--- config.mk ---
export PLATFORM = sky130hd
export DESIGN_NAME = delimited_frame_receiver
export DESIGN_NICKNAME = d
export VERILOG_FILES = /design/src/rtl/dfr_pkg.sv /design/src/rtl/delimited_frame_receiver.sv /design/src/rtl/dfr_ram.sv /design/src/rtl/dfr_front.sv /design/src/rtl/dfr_queue.sv /design/src/rtl/dfr_back.sv
export SDC_FILE = /design/constraint.sdc
export NUM_CORES = 1
export LEC_CHECK = 0
export ABC_AREA = 0
export BUFFER_PORTS_ARGS = -buffer_cell sky130_fd_sc_hd__buf_2
export CORE_MARGIN = 2
export CORE_UTILIZATION = 50
export CTS_BUF_LIST = sky130_fd_sc_hd__clkbuf_8
export DETAILED_ROUTE_END_ITERATION = 6
export PLACE_DENSITY = 0.77
export SETUP_SLACK_MARGIN = 0.05
export SYNTH_ARGS = -nofsm -noshare
export SYNTH_HDL_FRONTEND = slang
export SYNTH_SLANG_ARGS = --single-unit
--- constraint.sdc ---
create_clock -name clk -period 5.22 [get_ports clk]
set_input_delay 0.261 -clock clk [delete_from_list [all_inputs] [get_ports clk]]
set_output_delay 0.261 -clock clk [all_outputs]
set_load 0.02 [all_outputs]
--- src/rtl/dfr_pkg.sv ---
`timescale 1ns / 1ps
// ----------------------------------------------------------------------------
// dfr_pkg
// Types and constants shared by the delimited frame receiver modules.
// ----------------------------------------------------------------------------
package dfr_pkg;

    localparam int DFR_FRAME_CAPACITY = 64;
    localparam int HEADROOM           = 8;
    localparam int BYTE_W             = 8;
    localparam int COUNT_W            = 6;

    localparam logic [BYTE_W-1:0] CODE_CR = 8'h0D;
    localparam logic [BYTE_W-1:0] CODE_LF = 8'h0A;
    localparam logic [BYTE_W-1:0] CODE_NUL = 8'h00;

    localparam logic REG_START_MARKER = 1'b0;
    localparam logic REG_END_MARKER   = 1'b1;

    typedef struct packed {
        logic               bank;
        logic [COUNT_W-1:0] len;
    } dfr_desc_t;

    typedef struct packed {
        logic empty;
        logic full;
    } dfr_qstat_t;

endpackage

--- src/rtl/delimited_frame_receiver.sv ---
`timescale 1ns / 1ps
// ----------------------------------------------------------------------------
// delimited_frame_receiver
// Collects delimited byte frames and replays each completed frame as a run.
// ----------------------------------------------------------------------------
// Input channel: one rx_byte per beat on in_valid/in_ready. A front end
// tracks framing and writes each frame into one of two RAM banks.
// Output channel: one beat per stored byte on out_valid/out_ready, with
// byte_index, frame_length and last on the final beat.
// Configuration: cfg_write/cfg_index/cfg_data, index 0 start marker,
// index 1 end marker; write only while the block is idle.
// Input accepts one byte per cycle while in_ready is high. A closing byte
// pushes a descriptor into the queue; the back end leaves idle and issues a
// registered RAM read ahead of every beat, so beats are never back to back.
// Two completed frames may be pending; with both banks full in_ready drops
// until the back end releases the older bank on its last beat.
// Output stalls hold the current beat and do not block input until both
// banks are full.
// Reset: idle, queue empty, start marker 0, end marker 0x0D. No RAM clear.
// ----------------------------------------------------------------------------
module delimited_frame_receiver import dfr_pkg::*; #(
    parameter int FRAME_CAPACITY = DFR_FRAME_CAPACITY
) (
    input  logic               clk,
    input  logic               rst_n,
    input  logic               cfg_write,
    input  logic               cfg_index,
    input  logic [BYTE_W-1:0]  cfg_data,
    input  logic               in_valid,
    output logic               in_ready,
    input  logic [BYTE_W-1:0]  rx_byte,
    output logic               out_valid,
    input  logic               out_ready,
    output logic [BYTE_W-1:0]  data_byte,
    output logic [COUNT_W-1:0] byte_index,
    output logic [COUNT_W-1:0] frame_length,
    output logic               last
);

    localparam int STORE_DEPTH = FRAME_CAPACITY - HEADROOM;
    localparam int INDEX_W     = $clog2(STORE_DEPTH);
    localparam int RAM_DEPTH   = 2 ** (INDEX_W + 1);

    logic              mem_we;
    logic [INDEX_W:0]  mem_waddr;
    logic [BYTE_W-1:0] mem_wdata;
    logic              mem_re;
    logic [INDEX_W:0]  mem_raddr;
    logic [BYTE_W-1:0] mem_rdata;
    logic              push;
    logic              pop;
    dfr_desc_t         push_desc;
    dfr_desc_t         head;
    dfr_qstat_t        qstat;

    dfr_front #(
        .FRAME_CAPACITY (FRAME_CAPACITY),
        .INDEX_W        (INDEX_W)
    ) u_front (
        .clk       (clk),
        .rst_n     (rst_n),
        .cfg_write (cfg_write),
        .cfg_index (cfg_index),
        .cfg_data  (cfg_data),
        .in_valid  (in_valid),
        .in_ready  (in_ready),
        .rx_byte   (rx_byte),
        .mem_we    (mem_we),
        .mem_waddr (mem_waddr),
        .mem_wdata (mem_wdata),
        .push      (push),
        .push_desc (push_desc),
        .qstat     (qstat)
    );

    dfr_queue u_queue (
        .clk       (clk),
        .rst_n     (rst_n),
        .push      (push),
        .push_desc (push_desc),
        .pop       (pop),
        .head      (head),
        .qstat     (qstat)
    );

    dfr_ram #(
        .WIDTH (BYTE_W),
        .DEPTH (RAM_DEPTH)
    ) u_ram (
        .clk   (clk),
        .we    (mem_we),
        .waddr (mem_waddr),
        .wdata (mem_wdata),
        .re    (mem_re),
        .raddr (mem_raddr),
        .rdata (mem_rdata)
    );

    dfr_back #(
        .INDEX_W (INDEX_W)
    ) u_back (
        .clk          (clk),
        .rst_n        (rst_n),
        .head         (head),
        .qstat        (qstat),
        .pop          (pop),
        .mem_re       (mem_re),
        .mem_raddr    (mem_raddr),
        .mem_rdata    (mem_rdata),
        .out_valid    (out_valid),
        .out_ready    (out_ready),
        .data_byte    (data_byte),
        .byte_index   (byte_index),
        .frame_length (frame_length),
        .last         (last)
    );

endmodule

--- src/rtl/dfr_ram.sv ---
`timescale 1ns / 1ps
// ----------------------------------------------------------------------------
// dfr_ram
// Simple dual-port RAM, one write port, one registered read port.
// ----------------------------------------------------------------------------
module dfr_ram #(
    parameter int WIDTH = 8,
    parameter int DEPTH = 64
) (
    input  logic                     clk,
    input  logic                     we,
    input  logic [$clog2(DEPTH)-1:0] waddr,
    input  logic [WIDTH-1:0]         wdata,
    input  logic                     re,
    input  logic [$clog2(DEPTH)-1:0] raddr,
    output logic [WIDTH-1:0]         rdata
);

    logic [WIDTH-1:0] mem [DEPTH];
    logic [WIDTH-1:0] rdata_reg;

    always_ff @(posedge clk)
    begin
        if (we)
        begin
            mem[waddr] <= wdata;
        end
        if (re)
        begin
            rdata_reg <= mem[raddr];
        end
    end

    assign rdata = rdata_reg;

endmodule

--- src/rtl/dfr_front.sv ---
`timescale 1ns / 1ps
// ----------------------------------------------------------------------------
// dfr_front
// Accepts bytes, tracks framing, writes the frame into the current bank and
// pushes a descriptor when a frame completes.
// ----------------------------------------------------------------------------
module dfr_front import dfr_pkg::*; #(
    parameter int FRAME_CAPACITY = DFR_FRAME_CAPACITY,
    parameter int INDEX_W        = 6
) (
    input  logic                 clk,
    input  logic                 rst_n,
    input  logic                 cfg_write,
    input  logic                 cfg_index,
    input  logic [BYTE_W-1:0]    cfg_data,
    input  logic                 in_valid,
    output logic                 in_ready,
    input  logic [BYTE_W-1:0]    rx_byte,
    output logic                 mem_we,
    output logic [INDEX_W:0]     mem_waddr,
    output logic [BYTE_W-1:0]    mem_wdata,
    output logic                 push,
    output dfr_desc_t            push_desc,
    input  dfr_qstat_t           qstat
);

    typedef enum logic [1:0] {
        PH_IDLE,
        PH_FRAME,
        PH_CR
    } phase_t;

    localparam logic [COUNT_W:0] LIMIT = (COUNT_W+1)'(FRAME_CAPACITY - HEADROOM);

    phase_t             phase_reg, phase_next;
    logic [COUNT_W-1:0] count_reg, count_next;
    logic               bank_reg, bank_next;
    logic [BYTE_W-1:0]  start_marker_reg;
    logic [BYTE_W-1:0]  end_marker_reg;
    logic [COUNT_W-1:0] cnt_inc;
    logic               accept;
    logic               opens;
    logic               complete;

    assign in_ready  = !qstat.full;
    assign accept    = in_valid && in_ready;
    assign cnt_inc   = count_reg + COUNT_W'(1);
    assign opens     = (start_marker_reg == CODE_NUL) ? (rx_byte != CODE_NUL)
                                                      : (rx_byte == start_marker_reg);
    assign mem_waddr = {bank_reg, count_reg[INDEX_W-1:0]};
    assign mem_wdata = rx_byte;
    assign push_desc = '{bank: bank_reg, len: cnt_inc};

    always_comb
    begin
        phase_next = phase_reg;
        count_next = count_reg;
        bank_next  = bank_reg;
        mem_we     = 1'b0;
        push       = 1'b0;
        complete   = 1'b0;
        if (accept)
        begin
            case (phase_reg)
                PH_IDLE:
                begin
                    if (opens)
                    begin
                        mem_we     = 1'b1;
                        count_next = COUNT_W'(1);
                        phase_next = PH_FRAME;
                    end
                end
                default:
                begin
                    mem_we = 1'b1;
                    if ({1'b0, cnt_inc} >= LIMIT)
                    begin
                        phase_next = PH_IDLE;
                        count_next = '0;
                    end
                    else if (rx_byte == end_marker_reg)
                    begin
                        if (end_marker_reg == CODE_CR)
                        begin
                            phase_next = PH_CR;
                            count_next = cnt_inc;
                        end
                        else
                        begin
                            complete = 1'b1;
                        end
                    end
                    else if (phase_reg == PH_CR && rx_byte == CODE_LF)
                    begin
                        complete = 1'b1;
                    end
                    else
                    begin
                        count_next = cnt_inc;
                    end
                    if (complete)
                    begin
                        phase_next = PH_IDLE;
                        count_next = '0;
                        // a length that wrapped to zero is not pushed: no frame is sent
                        if (cnt_inc != '0)
                        begin
                            push      = 1'b1;
                            bank_next = !bank_reg;
                        end
                    end
                end
            endcase
        end
    end

    always_ff @(posedge clk or negedge rst_n)
    begin
        if (!rst_n)
        begin
            phase_reg        <= PH_IDLE;
            count_reg        <= '0;
            bank_reg         <= 1'b0;
            start_marker_reg <= CODE_NUL;
            end_marker_reg   <= CODE_CR;
        end
        else
        begin
            phase_reg <= phase_next;
            count_reg <= count_next;
            bank_reg  <= bank_next;
            if (cfg_write)
            begin
                case (cfg_index)
                    REG_START_MARKER: start_marker_reg <= cfg_data;
                    REG_END_MARKER:   end_marker_reg   <= cfg_data;
                    default:          ;
                endcase
            end
        end
    end

endmodule

--- src/rtl/dfr_queue.sv ---
`timescale 1ns / 1ps
// ----------------------------------------------------------------------------
// dfr_queue
// Two-entry descriptor queue between the front and the back end; one entry
// per frame bank.
// ----------------------------------------------------------------------------
module dfr_queue import dfr_pkg::*; (
    input  logic       clk,
    input  logic       rst_n,
    input  logic       push,
    input  dfr_desc_t  push_desc,
    input  logic       pop,
    output dfr_desc_t  head,
    output dfr_qstat_t qstat
);

    dfr_desc_t  entry_reg [2];
    logic       wr_ptr_reg;
    logic       rd_ptr_reg;
    logic [1:0] count_reg;

    assign head        = entry_reg[rd_ptr_reg];
    assign qstat.empty = (count_reg == 2'd0);
    assign qstat.full  = (count_reg == 2'd2);

    always_ff @(posedge clk)
    begin
        if (push)
        begin
            entry_reg[wr_ptr_reg] <= push_desc;
        end
    end

    always_ff @(posedge clk or negedge rst_n)
    begin
        if (!rst_n)
        begin
            wr_ptr_reg <= 1'b0;
            rd_ptr_reg <= 1'b0;
            count_reg  <= 2'd0;
        end
        else
        begin
            if (push)
            begin
                wr_ptr_reg <= !wr_ptr_reg;
            end
            if (pop)
            begin
                rd_ptr_reg <= !rd_ptr_reg;
            end
            case ({push, pop})
                2'b10:   count_reg <= count_reg + 2'd1;
                2'b01:   count_reg <= count_reg - 2'd1;
                default: ;
            endcase
        end
    end

endmodule

--- src/rtl/dfr_back.sv ---
`timescale 1ns / 1ps
// ----------------------------------------------------------------------------
// dfr_back
// Drains a completed frame from its bank, one beat per stored byte, and
// releases the queue entry on the last beat.
// ----------------------------------------------------------------------------
module dfr_back import dfr_pkg::*; #(
    parameter int INDEX_W = 6
) (
    input  logic                 clk,
    input  logic                 rst_n,
    input  dfr_desc_t            head,
    input  dfr_qstat_t           qstat,
    output logic                 pop,
    output logic                 mem_re,
    output logic [INDEX_W:0]     mem_raddr,
    input  logic [BYTE_W-1:0]    mem_rdata,
    output logic                 out_valid,
    input  logic                 out_ready,
    output logic [BYTE_W-1:0]    data_byte,
    output logic [COUNT_W-1:0]   byte_index,
    output logic [COUNT_W-1:0]   frame_length,
    output logic                 last
);

    typedef enum logic [1:0] {
        S_IDLE,
        S_READ,
        S_OUT
    } state_t;

    state_t             state_reg;
    logic [COUNT_W-1:0] idx_reg;
    logic               out_valid_reg;
    logic               last_reg;

    assign mem_re       = (state_reg == S_READ);
    assign mem_raddr    = {head.bank, idx_reg[INDEX_W-1:0]};
    assign pop          = (state_reg == S_OUT) && out_ready && last_reg;
    assign out_valid    = out_valid_reg;
    assign data_byte    = mem_rdata;
    assign byte_index   = idx_reg;
    assign frame_length = head.len;
    assign last         = last_reg;

    always_ff @(posedge clk or negedge rst_n)
    begin
        if (!rst_n)
        begin
            state_reg     <= S_IDLE;
            idx_reg       <= '0;
            out_valid_reg <= 1'b0;
            last_reg      <= 1'b0;
        end
        else
        begin
            case (state_reg)
                S_IDLE:
                begin
                    if (!qstat.empty)
                    begin
                        idx_reg   <= '0;
                        state_reg <= S_READ;
                    end
                end
                S_READ:
                begin
                    last_reg      <= ((idx_reg + COUNT_W'(1)) == head.len);
                    out_valid_reg <= 1'b1;
                    state_reg     <= S_OUT;
                end
                S_OUT:
                begin
                    if (out_ready)
                    begin
                        out_valid_reg <= 1'b0;
                        if (last_reg)
                        begin
                            state_reg <= S_IDLE;
                        end
                        else
                        begin
                            idx_reg   <= idx_reg + COUNT_W'(1);
                            state_reg <= S_READ;
                        end
                    end
                end
                default:
                begin
                    state_reg <= S_IDLE;
                end
            endcase
        end
    end

endmodule

; ---- Word level (Yosys, flattened, before mapping)
; Memories as Yosys holds them, arrays and structs flattened. A register that Yosys moved wholly into a read port is not among the register bits.
; Index checks and enable logic that the tools add are counted.
; W data, S select, Z words.
[word_totals]
memories = 2
ramBits = 1038
wordCells = 107
input_bits = 22
regBits = 39
[classes]
addsub = 4
n_reduce_logical = 27
bitwise = 2
n_lt_le_gt_ge = 1
mux = 42
eq_ne = 17
[mem_list]
columns = memory, words, word_bits, read_ports, rd_ports_with_merged_regs, wr, line
row1 = u_ram.mem, 128, 8, 1, 1, 1, dfr_ram.sv:19  ; logic [WIDTH-1:0] mem [DEPTH];
row2 = u_queue.entry_reg, 2, 7, 1, 0, 1, dfr_queue.sv:17  ; dfr_desc_t entry_reg [2];
[op_table]
columns = op, n
row1 = $mux W6, 10
row2 = $mux W1, 20
row3 = $eq A8 B4 Y1 const B, 2
row4 = $eq A8 B8 Y1, 2
row5 = $mux W2, 8
row6 = $reduce_and A4 Y1, 4
row7 = $add A6 B1 Y6 const B, 2
row8 = $pmux W6 S2, 1
row9 = $eq A2 B2 Y1 const B, 4
row10 = $logic_not A8 Y1, 1
row11 = $reduce_and A2 Y1, 4
row12 = $reduce_bool A4 Y1, 2
row13 = $reduce_bool A8 Y1, 1
row14 = $eq A6 B6 Y1, 1
row15 = $ge A6 B6 Y1 const B, 1
row16 = $logic_not A2 Y1, 3
row17 = $ne A2 B2 Y1 const B, 3
row18 = $pmux W2 S3, 1
row19 = $reduce_bool A2 Y1, 3
row20 = $reduce_bool A6 Y1, 1
row21 = $ne A5 B3 Y1 const B, 1
row22 = $ne A5 B4 Y1 const B, 1
row23 = $eq A2 B1 Y1 const B, 2
row24 = $logic_and A1 B1 Y1, 4
row25 = other kinds (7), 11

; ---- Longest topological paths before layout
; Gate-level depths: netlist (run 1).
[logic_depth]
word_depth = 12
depth_mapped = 10

; ---- By module
; From an unflattened synthesis (run 1), not the netlist that was laid out.
[unflattened]
cells_unflattened = 1886
hier_area_um2 = 42665.9
[by_module_without_submodules]
columns = mod, area_each_um2, cells_per_inst, instances
row1 = dfr_ram, 39745.6, 1635, 1
row2 = dfr_front, 1481.4, 138, 1
row3 = dfr_back, 748.2, 75, 1
row4 = dfr_queue, 690.7, 38, 1

; ---- Worst setup path before layout (run 1)
; Ideal clock, no wire load.
[synth_timing]
path_type = reg2reg
startpoint = reg u_back.idx_reg[0], in the netlist u_back.byte_index[0]
endpoint = reg u_ram.rdata_reg[4], in the netlist u_ram.rdata[4], read port of u_ram.mem, data pin
path_buffers = 4
stages_incl_launch_ff = 9
arrival_ns = 2.513
required_ns = 4.942
slack_ns = 2.430
period_less_slack_ns = 2.790
path_cell_list = dfrtp_1 > buf_2 > buf_6 > buf_6 > buf_2 > mux4_2 > mux4_2 > mux2i_1 > a221oi_1
[synth_lines]
columns = element, line
row1 = from (decl), dfr_back.sv:33  ; logic [COUNT_W-1:0] idx_reg;
row2 = from (signal assigned), dfr_back.sv:83  ; idx_reg <= idx_reg + COUNT_W'(1);
row3 = to (decl), dfr_ram.sv:20  ; logic [WIDTH-1:0] rdata_reg;

; ---- Worst setup path in the final report (run 1)
[layout_timing]
startpoint = in rx_byte[0]
endpoint = mem u_ram.mem[109][5] (enable)
[layout_between]
elab_chain_len = 7
elab_cells_between_ends = 8
classes_between = 1 x eq/ne / 6 x mux / 1 x reduce/logical
[layout_lines]
columns = element, line
row1 = from (decl), delimited_frame_receiver.sv:31  ; input logic [BYTE_W-1:0] rx_byte,
row2 = $eq A8 B8 Y1 / $reduce_bool A8 Y1 (equally long branches), "dfr_front.sv:49, dfr_front.sv:48"
row3 = $mux W1 (*), dfr_front.sv:48  ; assign opens = (start_marker_reg == CODE_NUL) ? (rx_byte != CODE_NUL)
row4 = $mux W1 (*), dfr_front.sv:67  ; if (opens)
row5 = $mux W1 (*), dfr_front.sv:64  ; case (phase_reg)
row6 = $mux W1 (*), dfr_front.sv:62  ; if (accept)
row7 = $mux W1 (*), dfr_ram.sv:24  ; if (we)
row8 = $mux W1 (implied by the code) (*), dfr_ram.sv:26  ; mem[waddr] <= wdata;
row9 = to (decl), dfr_ram.sv:19
; Every way passes the cells marked *; elsewhere a longest branch is shown, timed or not.

==> flow_metrics.env, run 1 <==
export IMPL_grt_antenna_before_repair=5
export IMPL_netlist_cell_type_count=44
export IMPL_synth_cell_area_mm2=0.04244
export IMPL_synth_compound_area_share_pct=0.7635
export IMPL_die_width_um=295.4
export IMPL_grt_pass1_wl_mm=138.7
export IMPL_postSynthNetCount=1924
export IMPL_maxSlewHeadroom_pct=22.53
export IMPL_grt_total_usage_pct=22.00
export IMPL_post_cts_setup_buffer_count=0
export IMPL_post_synth_inst_count=1898
export IMPL_n_fill_cell=5996
export IMPL_drt_total_wl_mm=93.47
export IMPL_postLayoutCoreUtil_pct=56.51
export IMPL_final_setup_violation_count=0
export IMPL_final_antenna_net_count=0
export IMPL_f_max_mhz=229.1
export IMPL_via_count=20310
export IMPL_synth_top_family_by_area="multiplexers"
export IMPL_synth_area_leader_cell="sky130_fd_sc_hd__edfxtp_1"
export IMPL_max_cap_viol_count=0
export IMPL_floorplan_initialDensity_pct=50.63
export IMPL_finalSetupTns_ns=0
export IMPL_post_synth_main_area_contributors="sky130_fd_sc_hd__edfxtp_1 74%, sky130_fd_sc_hd__mux4_2 17%, sky130_fd_sc_hd__dfrtp_1 2.1%"
export IMPL_final_net_count=2108
export IMPL_netlist_area_leader_share_pct=74.01
export IMPL_grt_start_max_net_pins=101
export IMPL_post_synth_top_count_cell="sky130_fd_sc_hd__edfxtp_1"
export IMPL_globalRouteOverflowTotal=0
export IMPL_tightest_slew_ns=1.157
export IMPL_power_per_cell_area_mw_per_mm2=434.7
export IMPL_clock_period_minus_final_worst_setup_slack_ns=4.366
export IMPL_largest_register_ffs=1024
export IMPL_synth_async_reset_ratio_pct=3.594
export IMPL_synthTopCellsByCount="1046 x sky130_fd_sc_hd__edfxtp_1, 320 x sky130_fd_sc_hd__mux4_2, 150 x sky130_fd_sc_hd__nor2_1"
export IMPL_synth_seq_cells=1085
export IMPL_fp_rows=106
export IMPL_post_place_cells=3026
export IMPL_finalHoldViolations=0
export IMPL_die_area_mm2=0.08723
export IMPL_critPathLaunchType="primary input"
export IMPL_end_kind="register"
export IMPL_numCtsBuffers=170
export IMPL_ports=45
export IMPL_cts_resized=0
export IMPL_synth_yosys_seq_area_share_pct=76.32
export IMPL_area_growth_syn_to_layout_pct=11.60
export IMPL_fin_crit_sh_pct=83.63
export IMPL_synth_fa_ha_area_share_pct=0.1179
export IMPL_instances_no_fill=3346
export IMPL_dp_slack_ns=0.8715
export IMPL_dp_final_hpwl_mm=58.33
export IMPL_min_path_type="in -> reg"
export IMPL_postSynthAreaPerCell_um2=22.36
export IMPL_timing_clock_skew_ns=0.04940
export IMPL_synth_xor_area_share_pct=0.6604
export IMPL_finalWeightedCongestion=0.8624
export IMPL_post_synth_and_or_nand_nor_area_fraction_pct=2.538
export IMPL_final_max_slew_viol_count=0
export IMPL_vias_in_the_first_global_route=21040
export IMPL_drt_pass1_iterations=5
export IMPL_status="finished clean"
export IMPL_cp_data_required_time_ns=5.65
export IMPL_core_mm2=0.08382
export IMPL_dominantRegCellSynth="sky130_fd_sc_hd__edfxtp_1"
export IMPL_clock_latency_ns=0.81
export IMPL_synth_edf_count=1046
export IMPL_synth_warning_count=0
export IMPL_buffer_ports_inserted=44
export IMPL_tritoncts_clock_tree="built"
export IMPL_worst_ir_drop_vdd_uv=248.9
export IMPL_timing_setup_critical_path_class="in -> reg"
export IMPL_postLayoutSetupSlackWorst_ns=0.8544
export IMPL_ratio_of_cells_with_drive_above_1_in_the_final_layout_pct=30.21
export IMPL_h_tree_depth=4
export IMPL_cts_sink_count=1085
export IMPL_detail_route_drc_violations=0
export IMPL_post_drt_via_cell_ratio=6.070
export IMPL_post_cts_clock_slew_at_the_launch_and_capture_registers_of_the_worst_setup_and_hold_paths_ns=0.06
export IMPL_arrival_time_reported_for_the_critical_path_endpoint_ns=4.79
export IMPL_wl_per_cell_um=27.94
export IMPL_muxShareOfSynthArea_pct=18.36
export IMPL_power_leakage_uw=0.01461
export IMPL_path_max_fanout=32
export IMPL_grt_setup_unrepaired="false"
export IMPL_drt_initial_drc_count=2481
export IMPL_die_h_um=295.4
export IMPL_clock_tree_root_cell="sky130_fd_sc_hd__clkbuf_8"
export IMPL_cts_max_path_buffers=3
logic make-up (layout without fill, tap and decap cells):
family	Yosys count	after routing
DFF	1085	1085
adders and majority gates	4	4
muxes	374	374
AOI/OAI and AO/OA	48	48
buffers and inverters	110	423
and+or+nand+nor	245	245
xor gates and xnor gates	32	32
other	0	1
power breakdown:
part           switching [uW]  internal (uW)  total (uW)
clock network            3200           3270        6460
logic                    2050           1940        4000
registers                 339           9790       10100
critical path, stage by stage:
cell,delay (ns)
sky130_fd_sc_hd__dlygate4sd3_1,0.64
sky130_fd_sc_hd__buf_4,0.38
sky130_fd_sc_hd__xor2_1,0.13
sky130_fd_sc_hd__nor4_1,0.33
sky130_fd_sc_hd__nand2_1,0.14
sky130_fd_sc_hd__a31oi_1,0.88
sky130_fd_sc_hd__nand4b_1,0.92
sky130_fd_sc_hd__buf_4,0.50
sky130_fd_sc_hd__nor2_1,0.57
through the flow:
step | hold WS (ns) | cell area [um2] | total power [uW]
after detailed placement | 0.4533 | 44130 | 14310
after CTS | 0.0003534 | 47360 | 20710
after floorplan | -0.03459 | 42440 | 12940
final | 0.07570 | 47360 | 20590
after global routing | 0.04483 | 47360 | 21290
after global placement | 0.4343 | 44130 | 14220
placed cells by master (no fill, tap or decap), types with 3 or more instances in the layout:
| cell | synthesis | layout |
|---|---|---|
| sky130_fd_sc_hd__nand2_1 | 30 | 30 |
| sky130_fd_sc_hd__nor4_1 | 9 | 9 |
| sky130_fd_sc_hd__dfstp_2 | 3 | 3 |
| sky130_fd_sc_hd__nand2b_1 | 7 | 7 |
| sky130_fd_sc_hd__edfxtp_1 | 1046 | 1046 |
| sky130_fd_sc_hd__o22ai_1 | 7 | 7 |
| sky130_fd_sc_hd__bufinv_16 | 0 | 3 |
| sky130_fd_sc_hd__mux4_2 | 320 | 320 |
| sky130_fd_sc_hd__nor2_1 | 150 | 150 |
| sky130_fd_sc_hd__o21ai_0 | 13 | 13 |
| sky130_fd_sc_hd__inv_1 | 9 | 66 |
| sky130_fd_sc_hd__xor2_1 | 22 | 22 |
| sky130_fd_sc_hd__inv_8 | 0 | 5 |
| sky130_fd_sc_hd__a21oi_1 | 5 | 5 |
| sky130_fd_sc_hd__dfrtp_1 | 36 | 31 |
| sky130_fd_sc_hd__and3_1 | 3 | 3 |
| sky130_fd_sc_hd__clkinv_1 | 0 | 37 |
| sky130_fd_sc_hd__clkinvlp_4 | 0 | 7 |
| sky130_fd_sc_hd__a221oi_1 | 7 | 7 |
| sky130_fd_sc_hd__nand3b_1 | 3 | 3 |
| sky130_fd_sc_hd__clkbuf_8 | 0 | 175 |
| sky130_fd_sc_hd__dfrtp_4 | 0 | 3 |
| sky130_fd_sc_hd__nand4_1 | 5 | 5 |
| sky130_fd_sc_hd__mux2i_1 | 18 | 18 |
| sky130_fd_sc_hd__nand4b_1 | 4 | 4 |
| sky130_fd_sc_hd__mux2_2 | 36 | 36 |
| sky130_fd_sc_hd__buf_2 | 26 | 36 |
| sky130_fd_sc_hd__ha_1 | 4 | 4 |
| sky130_fd_sc_hd__buf_4 | 6 | 49 |
| sky130_fd_sc_hd__nor3_1 | 4 | 4 |
| sky130_fd_sc_hd__nor2b_1 | 8 | 8 |
| sky130_fd_sc_hd__xnor2_1 | 10 | 10 |
| sky130_fd_sc_hd__buf_12 | 0 | 10 |
| sky130_fd_sc_hd__nand3_1 | 16 | 16 |
| sky130_fd_sc_hd__clkinv_2 | 0 | 15 |
| sky130_fd_sc_hd__a211o_1 | 3 | 3 |
| sky130_fd_sc_hd__dlygate4sd3_1 | 0 | 18 |
final cells by class:
type,count,area (um2),share of cell area (%)
tap,1134,1419,2.996
inverter,9,33.78,0.07132
sequential,1085,32400,68.41
timing repair buffer,113,928.4,1.960
clock inverter,126,644.4,1.360
clock buffer,175,2409,5.085
antenna,1,2.502,0.005283
multi-input combinational,703,9524,20.11
routing by layer:
metal | share of wire (%) | wire length, um | vias to the layer above | track usage [%]
li1 | - | - | 8356 | -
met1 | 38 | 35970 | 10670 | 30.11
met2 | 49 | 45680 | 1127 | 34.62
met3 | 10 | 9593 | 150 | 6.277
met4 | 2.3 | 2160 | 10 | 6.946
met5 | 0.072 | 67 | - | 0
worst paths after layout:
kind	start	to	slack, ns	cells after the start
max reg2reg	u_front.start_marker_reg[6]$_DFFE_PN0P_	u_ram.mem[109][5]$_DFFE_PP_	0.93	7
min reg2reg	u_queue.count_reg[1]$_DFFE_PN0P_	u_queue.count_reg[1]$_DFFE_PN0P_	0.51	1
max	rx_byte[0]	u_ram.mem[109][5]$_DFFE_PP_	0.85	9
max in group asynchronous	rst_n	u_back.byte_index[2]$_DFFE_PN0P_	4.32	2
min	rx_byte[3]	u_ram.mem[27][3]$_DFFE_PP_	0.08	2
min in group asynchronous	rst_n	u_front.start_marker_reg[3]$_DFFE_PN0P_	0.14	2
repair_timing:
item,CTS,global route
hold buffers,18,0
setup endpoints to repair,0,0
hold endpoints to repair,133,0
(Power assumes the default switching activity.)
==> run 2, diff against run 1 <==
Clock period 5.22 ns to 4.5 ns, I/O delays scaled along.
==> flow_metrics.env, run 2 (synthesized netlist as in run 1, its figures left out) <==
export IMPL_final_net_count=2145
export IMPL_f_max_mhz=256.3
export IMPL_min_path_type="in -> reg"
export IMPL_post_drt_via_cell_ratio=6.098
export IMPL_ff_latch_area_mm2=0.03240
export IMPL_final_area_mm2=0.04766
export IMPL_multiInputGateArea_mm2=0.009524
export IMPL_tightest_slew_ns=1.134
export IMPL_final_setup_violation_count=0
export IMPL_leading_cell_type_in_the_layout_fill_and_taps_excluded="sky130_fd_sc_hd__edfxtp_1"
export IMPL_clock_latency_ns=0.84
export IMPL_cts_sink_count=1085
export IMPL_arrival_time_reported_for_the_critical_path_endpoint_ns=4.42
export IMPL_grt_antenna_before_repair=2
export IMPL_grt_start_max_net_pins=93
export IMPL_final_max_slew_viol_count=0
export IMPL_max_cap_viol_count=0
export IMPL_worst_ir_drop_vdd_uv=384.4
export IMPL_timing_clock_skew_ns=0.05650
export IMPL_worst_r2r_setup_slack_ns=0.60
export IMPL_cp_data_required_time_ns=5.02
export IMPL_numCtsBuffers=167
export IMPL_timing_setup_critical_path_class="reg -> reg"
export IMPL_fin_crit_sh_pct=86.71
export IMPL_buffer_ports_inserted=44
export IMPL_wl_per_cell_um=27.50
export IMPL_dp_final_hpwl_mm=57.61
export IMPL_grt_setup_unrepaired="false"
export IMPL_detail_route_drc_violations=5
export IMPL_vias_in_the_first_global_route=21140
export IMPL_die_area_mm2=0.08723
export IMPL_maxSlewHeadroom_pct=24.14
export IMPL_finalWeightedCongestion=0.8728
export IMPL_end_kind="register"
export IMPL_fp_rows=106
export IMPL_ratio_of_cells_with_drive_above_1_in_the_final_layout_pct=31.39
export IMPL_grt_total_usage_pct=21.78
export IMPL_post_cts_clock_slew_at_the_launch_and_capture_registers_of_the_worst_setup_and_hold_paths_ns=0.06
export IMPL_holdBufCountCts=22
export IMPL_final_antenna_net_count=0
export IMPL_core_mm2=0.08382
export IMPL_tritoncts_clock_tree="built"
export IMPL_power_per_cell_area_mw_per_mm2=500.0
export IMPL_n_fill_cell=5935
export IMPL_post_cts_setup_buffer_count=0
export IMPL_finalHoldViolations=0
export IMPL_grt_pass1_wl_mm=137.6
export IMPL_area_growth_syn_to_layout_pct=12.29
export IMPL_drt_pass1_iterations=7
export IMPL_drt_initial_drc_count=2978
export IMPL_drt_total_wl_mm=92.90
export IMPL_clock_period_minus_final_worst_setup_slack_ns=3.902
export IMPL_cts_resized=0
export IMPL_floorplan_initialDensity_pct=50.63
export IMPL_path_max_fanout=42
export IMPL_die_h_um=295.4
export IMPL_die_width_um=295.4
export IMPL_globalRouteOverflowTotal=0
export IMPL_h_tree_depth=4
export IMPL_violated_checks="design-rule violations"
export IMPL_clock_tree_root_cell="sky130_fd_sc_hd__clkbuf_8"
export IMPL_layout_cells_most_common_list="1046 x sky130_fd_sc_hd__edfxtp_1, 320 x sky130_fd_sc_hd__mux4_2, 174 x sky130_fd_sc_hd__clkbuf_8"
export IMPL_status="complete, but fails checks"
export IMPL_ports=45
export IMPL_power_leakage_uw=0.01478
export IMPL_critPathLaunchType="register"
export IMPL_cts_max_path_buffers=3
export IMPL_dpl_instance_area_mm2=0.04440
export IMPL_largest_register_ffs=1024
export IMPL_finalSetupTns_ns=0
export IMPL_via_count=20600
[run 2: cell types whose count changed in the layout (fill, tap and decap cells not counted)]
cell / before / now
sky130_fd_sc_hd__clkinvlp_4: 7 / 4
sky130_fd_sc_hd__buf_4: 49 / 85
sky130_fd_sc_hd__inv_12: 0 / 2
sky130_fd_sc_hd__dlygate4sd3_1: 18 / 22
sky130_fd_sc_hd__inv_6: 2 / 3
sky130_fd_sc_hd__clkinv_8: 0 / 3
sky130_fd_sc_hd__clkbuf_8: 175 / 174
sky130_fd_sc_hd__inv_8: 5 / 4
sky130_fd_sc_hd__clkinv_1: 37 / 40
sky130_fd_sc_hd__bufinv_16: 3 / 2
sky130_fd_sc_hd__inv_1: 66 / 55
[run 2: metrics by stage]
step	utilization (%)	setup slack (ns)	instances	hold WS, ns	power (uW)
global route	56.86	0.4092	3378	0.03099	24650
global placement	52.97	0.6272	3062	0.4016	16420
CTS	56.85	0.6003	3377	0.005165	23960
floorplan	-	1.710	1898	-0.07059	15010
detailed placement	52.97	0.6424	3062	0.4376	16540
finish	56.86	0.5979	3378	0.04867	23830
[run 2: worst max-delay path: stages (launching register included)]
cell	delay [ns]
sky130_fd_sc_hd__dfrtp_4	1.05
sky130_fd_sc_hd__buf_4	0.59
sky130_fd_sc_hd__mux4_2	0.59
sky130_fd_sc_hd__mux4_2	0.50
sky130_fd_sc_hd__mux2_2	0.33
sky130_fd_sc_hd__o22ai_1	0.37
sky130_fd_sc_hd__a221oi_1	0.10
[run 2: where the power goes]
| group | switching, uW | total [uW] | internal (uW) | leakage [uW] |
|---|---|---|---|---|
| combinational | 2370 | 4620 | 2250 | 0.00318 |
| clock | 3770 | 7500 | 3730 | 0.00172 |
| sequential | 357 | 11700 | 11400 | 0.00988 |
| total | 6490 | 23800 | 17300 | 0.0148 |
[run 2: path summary, 6_finish.rpt]
path | startpoint | end | cells after the start
max | u_back.byte_index[0]$_DFFE_PN0P_ | u_ram.rdata[4]$_DFFE_PP_ | 6
min | rx_byte[3] | u_ram.mem[8][3]$_DFFE_PP_ | 2
max reg2reg | u_back.byte_index[0]$_DFFE_PN0P_ | u_ram.rdata[4]$_DFFE_PP_ | 6
min reg2reg | u_queue.wr_ptr_reg$_DFFE_PN0P_ | u_queue.wr_ptr_reg$_DFFE_PN0P_ | 1
max in group asynchronous | rst_n | u_back.byte_index[0]$_DFFE_PN0P_ | 2
min in group asynchronous | rst_n | u_front.start_marker_reg[6]$_DFFE_PN0P_ | 2
[run 2: area by class of cell]
class                           instances  share of cell area, %
Inverter                                9                0.07089
Sequential cell                      1085                  67.99
Clock inverter                        119                  1.344
Multi-Input combinational cell        703                  19.98
Antenna cell                            1               0.005251
Timing Repair Buffer                  153                  2.599
Clock buffer                          174                  5.025
Tap cell                             1134                  2.977
[run 2: layer usage]
metal  global-route usage, %  part of all wire (%)
met4                   6.822                   2.3
met1                   30.92                    39
met5                       0                     0
met2                   33.51                    48
met3                   5.698                    11
